--- src/mm64a_pkg.sv ---
// Shared types, constants and helper functions for the MurmurHash64A core.
package mm64a_pkg;

    localparam logic [63:0] MIX_MUL       = 64'hc6a4_a793_5bd1_e995;
    localparam int unsigned MIX_SHIFT     = 47;
    localparam logic [63:0] SEED_AT_RESET = 64'h0000_0000_ee6b_27eb;

    typedef enum logic [2:0] {
        S_IDLE,
        S_INIT,
        S_MIX,
        S_K1,
        S_K2,
        S_HM,
        S_FIN,
        S_DONE
    } state_t;

    typedef struct packed {
        logic        start;
        logic [63:0] operand;
    } mul_req_t;

    typedef struct packed {
        logic        done;
        logic [63:0] result;
    } mul_rsp_t;

    // xor-shift fold used between multiplies and on the final hash
    function automatic logic [63:0] fold(input logic [63:0] x);
        return x ^ (x >> MIX_SHIFT);
    endfunction

    // keep the low 'count' bytes of a word
    function automatic logic [63:0] low_bytes(input logic [63:0] word,
                                              input logic [3:0]  count);
        logic [63:0] kept;
        kept = '0;
        for (int i = 0; i < 8; i++)
        begin
            if (4'(i) < count)
            begin
                kept[i*8 +: 8] = word[i*8 +: 8];
            end
        end
        return kept;
    endfunction

endpackage

--- src/mm64a_mul.sv ---
// Iterative 64-bit by mix-constant multiplier, low 64 bits, one 32x32 multiplier.
module mm64a_mul
    import mm64a_pkg::*;
(
    input  logic     clk,
    input  logic     rst_n,
    input  mul_req_t req,
    output mul_rsp_t rsp
);

    logic [1:0]  step_reg;
    logic        busy_reg;
    logic        done_reg;
    logic [63:0] a_reg;
    logic [63:0] prod_reg;
    logic [63:0] acc_reg;

    logic [31:0] op_x;
    logic [31:0] op_y;
    logic [63:0] mult;

    // pick the partial product for this step
    always_comb
    begin
        unique case (step_reg)
            2'd0:
            begin
                op_x = a_reg[31:0];
                op_y = MIX_MUL[31:0];
            end
            2'd1:
            begin
                op_x = a_reg[31:0];
                op_y = MIX_MUL[63:32];
            end
            default:
            begin
                op_x = a_reg[63:32];
                op_y = MIX_MUL[31:0];
            end
        endcase
    end

    assign mult = 64'(op_x) * 64'(op_y);

    always_ff @(posedge clk or negedge rst_n)
    begin
        if (!rst_n)
        begin
            step_reg <= '0;
            busy_reg <= 1'b0;
            done_reg <= 1'b0;
        end
        else
        begin
            done_reg <= 1'b0;
            if (req.start && !busy_reg)
            begin
                step_reg <= '0;
                busy_reg <= 1'b1;
            end
            else if (busy_reg)
            begin
                step_reg <= step_reg + 2'd1;
                if (step_reg == 2'd3)
                begin
                    busy_reg <= 1'b0;
                    done_reg <= 1'b1;
                end
            end
        end
    end

    always_ff @(posedge clk)
    begin
        if (req.start && !busy_reg)
        begin
            a_reg <= req.operand;
        end
        else if (busy_reg)
        begin
            prod_reg <= mult;
            unique case (step_reg)
                2'd0: acc_reg <= acc_reg;
                2'd1: acc_reg <= prod_reg;
                2'd2: acc_reg <= acc_reg + {prod_reg[31:0], 32'h0};
                2'd3: acc_reg <= acc_reg + {prod_reg[31:0], 32'h0};
            endcase
        end
    end

    assign rsp.done   = done_reg;
    assign rsp.result = acc_reg;

endmodule

--- src/murmur64a_hash_core.sv ---
// Top level of the MurmurHash64A core: sequencer, hash state and output register.
//
//  channel  | handshake           | payload
//  ---------+---------------------+---------------------------------------------
//  input    | in_valid / in_stall | key_word, word_bytes, key_length, last_word
//  output   | out_valid/out_stall | hash_value
//  config   | cfg_wr_en           | cfg_wr_data (hash_seed)
//
// Every 64-bit multiply runs on one shared 32x32 multiplier: three partial
// products plus accumulate and handoff. A word takes one multiply on the
// first word of a key (length times m), three for a full word, one for a
// tail, none for an empty word, and one more on a last word.
// Reset clears the sequencer, the key flag and the output valid; the seed
// returns to its fixed default. in_stall is high while a word is in work and
// while a finished hash waits behind a held result in the output register.
module murmur64a_hash_core
    import mm64a_pkg::*;
(
    input  logic        clk,
    input  logic        rst_n,
    input  logic        in_valid,
    output logic        in_stall,
    input  logic [63:0] key_word,
    input  logic [3:0]  word_bytes,
    input  logic [15:0] key_length,
    input  logic        last_word,
    output logic        out_valid,
    input  logic        out_stall,
    output logic [63:0] hash_value,
    input  logic        cfg_wr_en,
    input  logic [63:0] cfg_wr_data
);

    state_t      state_reg, state_next;
    logic        inside_reg, inside_next;
    logic        out_valid_reg, out_valid_next;
    logic [63:0] seed_reg;
    logic [63:0] h_reg, h_next;
    logic [63:0] word_reg, word_next;
    logic [3:0]  bytes_reg, bytes_next;
    logic        last_reg, last_next;
    logic [63:0] hash_reg, hash_next;

    mul_req_t mul_req;
    mul_rsp_t mul_rsp;

    mm64a_mul u_mul (
        .clk   (clk),
        .rst_n (rst_n),
        .req   (mul_req),
        .rsp   (mul_rsp)
    );

    // Sequencer: the multiply states wait for the multiplier, then issue the next product or move on.
    always_comb
    begin
        state_next     = state_reg;
        inside_next    = inside_reg;
        h_next         = h_reg;
        word_next      = word_reg;
        bytes_next     = bytes_reg;
        last_next      = last_reg;
        hash_next      = hash_reg;
        mul_req.start   = 1'b0;
        mul_req.operand = '0;

        // drop the result once the transfer completes
        out_valid_next = out_valid_reg && out_stall;

        unique case (state_reg)
            S_IDLE:
            begin
                if (in_valid)
                begin
                    word_next  = key_word;
                    bytes_next = word_bytes;
                    last_next  = last_word;
                    if (!inside_reg)
                    begin
                        // first word: start from seed, fold in length times m
                        h_next          = seed_reg;
                        mul_req.start   = 1'b1;
                        mul_req.operand = {48'h0, key_length};
                        state_next      = S_INIT;
                    end
                    else
                    begin
                        state_next = S_MIX;
                    end
                end
            end
            S_INIT:
            begin
                if (mul_rsp.done)
                begin
                    h_next      = h_reg ^ mul_rsp.result;
                    inside_next = 1'b1;
                    state_next  = S_MIX;
                end
            end
            S_MIX:
            begin
                // byte counts of eight and above all count as a full word
                priority if (bytes_reg[3])
                begin
                    mul_req.start   = 1'b1;
                    mul_req.operand = word_reg;
                    state_next      = S_K1;
                end
                else if (bytes_reg != 4'd0)
                begin
                    mul_req.start   = 1'b1;
                    mul_req.operand = h_reg ^ low_bytes(word_reg, bytes_reg);
                    state_next      = S_HM;
                end
                else if (last_reg)
                begin
                    mul_req.start   = 1'b1;
                    mul_req.operand = fold(h_reg);
                    state_next      = S_FIN;
                end
                else
                begin
                    state_next = S_IDLE;
                end
            end
            S_K1:
            begin
                if (mul_rsp.done)
                begin
                    mul_req.start   = 1'b1;
                    mul_req.operand = fold(mul_rsp.result);
                    state_next      = S_K2;
                end
            end
            S_K2:
            begin
                if (mul_rsp.done)
                begin
                    mul_req.start   = 1'b1;
                    mul_req.operand = h_reg ^ mul_rsp.result;
                    state_next      = S_HM;
                end
            end
            S_HM:
            begin
                if (mul_rsp.done)
                begin
                    h_next = mul_rsp.result;
                    if (last_reg)
                    begin
                        mul_req.start   = 1'b1;
                        mul_req.operand = fold(mul_rsp.result);
                        state_next      = S_FIN;
                    end
                    else
                    begin
                        state_next = S_IDLE;
                    end
                end
            end
            S_FIN:
            begin
                if (mul_rsp.done)
                begin
                    h_next     = fold(mul_rsp.result);
                    state_next = S_DONE;
                end
            end
            S_DONE:
            begin
                // hold the finished hash until the output register frees up
                if (!out_valid_reg || !out_stall)
                begin
                    hash_next      = h_reg;
                    out_valid_next = 1'b1;
                    h_next         = '0;
                    inside_next    = 1'b0;
                    state_next     = S_IDLE;
                end
            end
        endcase
    end

    always_ff @(posedge clk or negedge rst_n)
    begin
        if (!rst_n)
        begin
            state_reg     <= S_IDLE;
            inside_reg    <= 1'b0;
            out_valid_reg <= 1'b0;
            seed_reg      <= SEED_AT_RESET;
            h_reg         <= '0;
        end
        else
        begin
            state_reg     <= state_next;
            inside_reg    <= inside_next;
            out_valid_reg <= out_valid_next;
            h_reg         <= h_next;
            if (cfg_wr_en)
            begin
                seed_reg <= cfg_wr_data;
            end
        end
    end

    always_ff @(posedge clk)
    begin
        word_reg  <= word_next;
        bytes_reg <= bytes_next;
        last_reg  <= last_next;
        hash_reg  <= hash_next;
    end

    assign in_stall   = (state_reg != S_IDLE);
    assign out_valid  = out_valid_reg;
    assign hash_value = hash_reg;

endmodule

--- config.mk ---
export PLATFORM = sky130hd
export DESIGN_NAME = murmur64a_hash_core
export DESIGN_NICKNAME = d
export VERILOG_FILES = /design/src/mm64a_pkg.sv /design/src/mm64a_mul.sv /design/src/murmur64a_hash_core.sv
export SDC_FILE = /design/constraint.sdc
export NUM_CORES = 2
export LEC_CHECK = 0
export ABC_CLOCK_PERIOD_IN_PS = 20600
export CAP_MARGIN = 40
export CORE_MARGIN = 2
export CORE_UTILIZATION = 25
export DETAILED_ROUTE_END_ITERATION = 16
export DONT_BUFFER_PORTS = 1
export GPL_TIMING_DRIVEN = 0
export PLACE_DENSITY = 0.46
export REMOVE_ABC_BUFFERS = 1
export SLEW_MARGIN = 20
export SYNTH_ARGS = -nofsm -noshare
export SYNTH_HDL_FRONTEND = slang
export SYNTH_SLANG_ARGS = --single-unit
--- constraint.sdc ---
create_clock -name clk -period 20.6 [get_ports clk]
set_clock_uncertainty 0.15 [all_clocks]
set_input_delay 1.03 -clock clk [delete_from_list [all_inputs] [get_ports clk]]
set_output_delay 1.03 -clock clk [all_outputs]
set_load 0.02 [all_outputs]
# == Word-level counts from Yosys, hierarchy flattened ==
# Index checks and enable logic that the tools add are counted.
# classes
add_sub_neg,2
multipliers,1
div,0
n_lt_le_gt_ge,8
n_eq_ne,18
n_shift,0
muxes,77
n_bitwise,6
reduce_logical,22
# ops
op,n
$mux 65,9
$mux 64,6
$pmux 65 s5,1
$pmux 64 s5,1
$mux 8,32
$pmux 64 s2,1
$xor 64x17->64,2
$xor 64x64->64,2
$add 64x64->64,1
$mul 32x32->64,1
$mux 32,2
$mux 3,10
$pmux 3 s8,1
$lt 3x4->1 const A,4
$reduce_and 7->1,2
$eq 3x3->1 const B,4
$mux 1,10
$ne 2x1->1 const B,5
$lt 1x4->1 const A,2
$lt 2x4->1 const A,2
$eq 3x2->1 const B,2
$mux 2,3
$ne 2x2->1 const B,3
$reduce_and 2->1,3
17 further kinds,25
# word_totals
regBits,462
latch_bits,0
ram_bits,0
romBits,0
inputBits,154
output_inout_bits,66
wordCells,149
n_memories,0

# == Logic depth before layout (Yosys ltp) ==
# depth
word_depth,12
depth_mapped,33
depth_no_buf,31

# == Modules after synthesis ==
# Synthesis repeated with hierarchy kept, for this count alone.
# hier_totals
cells_unflattened,4563
area_unflattened_um2,47476.8
# modules_own_cells
mod,n_inst,cells_each,area_per_inst_um2,seq_area_each_um2
mm64a_mul,1,3040,32607.5,5865.6
murmur64a_hash_core,1,1523,14869.3,7348.3

# == Least setup slack after synthesis ==
# OpenSTA, ideal clock, no wires.
# synth_timing
path_type,register -> register
start,register u_mul.step_reg[1]
end,"register u_mul.prod_reg[57], data pin"
setup_ns,0.261
arrival_ns,8.193
required_time_ns,20.189
path_slack_ns,11.996
stages_incl_launch_ff,31
path_buffers,2
period_less_slack_ns,8.604
cell_sequence,dfrtp_1 -> inv_1 -> ha_1 -> nor2_1 -> buf_2 -> buf_2 -> mux2i_1 -> or2_2 -> inv_1 -> ha_1 -> inv_1 -> fa_1 -> inv_1 -> fa_1 -> inv_1 -> fa_1 -> inv_1 -> fa_1 -> inv_1 -> fa_1 -> inv_1 -> fa_1 -> fa_1 -> ha_1 -> a21oi_1 -> o21ai_0 -> o41ai_2 -> o41ai_2 -> a31o_2 -> a31o_4 -> o311a_1
# synth_between
elab_chain_len,4
elab_cells_between_ends,6
classes_between,mul (1); eq/ne (1); mux (2); reduce/logical (2)
# synth_lines
element,line_no,text
"start, declared",mm64a_mul.sv:11,logic [1:0] step_reg;
"start signal, assigned",mm64a_mul.sv:64,step_reg <= step_reg + 2'd1;
$eq 2x1->1 or $logic_not 2->1 (tied branches),mm64a_mul.sv:25,unique case (step_reg)
$reduce_or 2->1 (no source line),--,
$mux 32,mm64a_mul.sv:25,
$mul 32x32->64 (*),mm64a_mul.sv:44,assign mult = 64'(op_x) * 64'(op_y);
net u_mul.mult[57],mm64a_mul.sv:20,logic [63:0] mult;
"end signal, assigned",mm64a_mul.sv:82,prod_reg <= mult;
"end, declared",mm64a_mul.sv:15,logic [63:0] prod_reg;
# Mark *: on every way through the listed nets, which the timed path passes. The rest lies on a longest branch.
# A chain may end at the register's enable or synchronous reset.

# == Worst setup path in the final report ==
# layout_timing
start,register u_mul.step_reg[0]
end,"register u_mul.prod_reg[61], data pin"
# The elaborated chain is that of the path after synthesis.

==> results.toml <==
[sta]
finalCritPeriodShare_pct = 52.5
fmax_ghz = 0.0924
drv_slew = 0
rsz0062_at_grt = "no"
worst_slew_pin_slew_ns = 0.899
fin_setup_tns_ns = 0
setup_viol = 0
slew-limit-headroom_pct = 38.9
hold_violations = 0
fin_crit_ns = 10.82

[grt]
grt_max_degree = 117
grt_pass1_vias = 35900
grt-ovfl-total = 0
grt_util_all_layers_pct = 17.6
grt_pass1_wl_um = 256000
grt_antenna_before_repair = 15

[drt]
ant_nets = 0
drtIter0Drc = 3293
drc = 0
viasPerCell = 4.85
wire_per_inst_um = 24.1
vias = 35200
routed_wl_um = 175000
first_pass_iters = 6

[yosys]
ys_types = 83
yosys-top-cells-area = "fa_1, edfxtp_1, ha_1"
synth_most_common_cell = "inv_1"
yosys_warnings = 0
ys_seq_area_share_pct = 27.3
synth_top_area_share_pct = 25.9
synth_edf_count = 325
ys_async_sr_fraction_pct = 29.7
synth_top_area_cell = "fa_1"
ys_ff_latch = 462
postSynthAreaPerCell_sq_um = 10.0
synth_commonest_cells = "inv_1, fa_1, ha_1, nand2_1, edfxtp_1"
synth-main-ff-cell = "edfxtp_1"
netlist_instances = 4818
netlist_area_sq_mm = 0.0484

[die]
fp.coreArea_sq_mm = 0.192
io_pins = 220
die_x_um = 444
rows = 161
die_area_sq_mm = 0.197
initial_core_util_pct = 25.1
chipHeight_um = 444

[worst_setup_path]
slowest_delay_ns = 0.74
startpoint_type = "flip-flop"
required_ns = 20.81
cpMaxStageDelayCell = "mux2i_2"
crit_top_cell = "fa_1"
crit_arrival_ns = 11.03
cp_max_fo = 15
end_kind = "flip-flop"
criticalPathCategory = "reg -> reg"

[clocking]
htreeDepth = 2
cts_tree = "built"
clk_pin_slew_worst_paths_ns = 0.06
cts_sinks = 462
root_buffer = "clkbuf_16"
post_cts_resized = 0
clk_latency_ns = 0.61
clockBufferDepth = 3
cts-buffers-inserted = 50

[min_path]
hp-class = "in -> async"

[cells_and_area]
final-seq-area_sq_mm = 0.0132
multi_input_area_sq_mm = 0.0310
finalNetCount = 5907
final_layout_size_suffix_gt1_share_pct = 7.13
area_delta_synth_final_pct = 11.0
utilization_pct = 27.9
n_fill_cell = 20100

[placement]
gp_congestion = 0.910
place_hpwl_um = 142000
numPortBuffers = 0

[status]
status = "complete, no violations"

[flow_run]
cap_violations = 0
[worst max-delay path: cells and delay by family (launching register included)]
kind                       cells  cell delay [ns]
adders and majority gates     10             4.57
and+or+nand+nor                8             2.21
AOI/OAI and AO/OA              3             1.48
muxes                          1             0.74
buffers and inverters          6             0.73
DFF                            1             0.44
xor gates and xnor gates       1             0.18
[per-layer routing]
layer  vias to the layer above  GRT usage (%)  part of all wire [%]
met3                       194           1.85                   5.0
met2                      1154           29.3                    48
li1                      15800              -                     -
met4                         2           4.47                   2.9
met5                         -              0                0.0074
met1                     18100           24.4                    44
[area by class of cell]
cell class	count	share of cell area [%]
antenna	3	0.0140
clock buffer	66	2.64
clock inverter	27	0.506
inverter	907	6.35
multi-input combinational	3211	57.8
sequential	462	24.6
tap	2526	5.89
timing repair buffer	66	2.22
[timing repair]
action | CTS | global route
hold buffers | 1 | 0
buffers inserted | 0 | 0
endpoints found under the hold margin | 116 | 0
[cell families (layout without fill, tap and decap cells)]
| logic type | Yosys count | count (layout) | synth area share [%] |
|---|---|---|---|
| multiplexers | 103 | 103 | 2.31 |
| XOR/XNOR | 116 | 116 | 2.10 |
| adder cells (fa/ha/maj) | 1055 | 1055 | 37.0 |
| AND/OR/NAND/NOR | 1039 | 1039 | 9.89 |
| flip-flops | 462 | 462 | 27.3 |
| buffers and inverters | 1149 | 1066 | 8.95 |
| AO/OA/AOI/OAI | 892 | 892 | 12.4 |
| other | 2 | 9 | 0.0155 |
[final timing paths]
check,from,endpoint,slack (ns),cells past startpoint
worst max-delay path,u_mul.step_reg[0],u_mul.prod_reg[61],9.78,29
min in group clk,key_word[56],word_reg[56],0.36,0
worst min register to register,u_mul.prod_reg[41],u_mul.acc_reg[41],0.37,2
worst max register to register,u_mul.step_reg[0],u_mul.prod_reg[61],9.78,29
max in group asynchronous,rst_n,state_reg[1],19.33,1
worst min-delay path,rst_n,seed_reg[3],0.11,0
[stage by stage]
| stage | instance area (sq um) | worst slack [ns] | instances | hold WS [ns] |
|---|---|---|---|---|
| after CTS | 53700 | 9.92 | 7264 | 0.0823 |
| after detailed placement | 52000 | 9.99 | 7170 | 0.340 |
| after global routing | 53700 | 9.53 | 7267 | 0.0885 |
| after global placement | 50600 | 3.92 | 7106 | 0.334 |
| final | 53700 | 9.78 | 7268 | 0.114 |
| after floorplan | 47400 | 9.73 | 4580 | 0.319 |
[cells in the final DEF, fill, tap and decap left out, types with 11 or more instances in the layout]
cell type	count
inv_1	905
fa_1	625
ha_1	429
nand2_1	421
edfxtp_1	325
a21oi_1	227
nor2_1	222
o21ai_0	202
dfrtp_1	112
o221ai_1	105
nand3_1	69
mux2_2	68
nor2b_1	67
xnor2_1	62
nand2b_1	62
xor2_1	54
clkbuf_16	53
or2_2	47
a32oi_1	46
and2_1	45
a31oi_1	43
a21o_1	37
mux2i_1	30
and3_1	27
a221o_1	25
buf_16	25
a22oi_1	24
nand4_1	21
a211oi_1	21
dfstp_2	21
o21bai_1	19
o31ai_1	16
buf_4	16
nor3_1	15
o211ai_1	14
a221oi_1	13
o22ai_1	11
buf_12	11
Power is not shown: default switching activity piles up to over one toggle a cycle in this logic, so the estimate is an artifact.
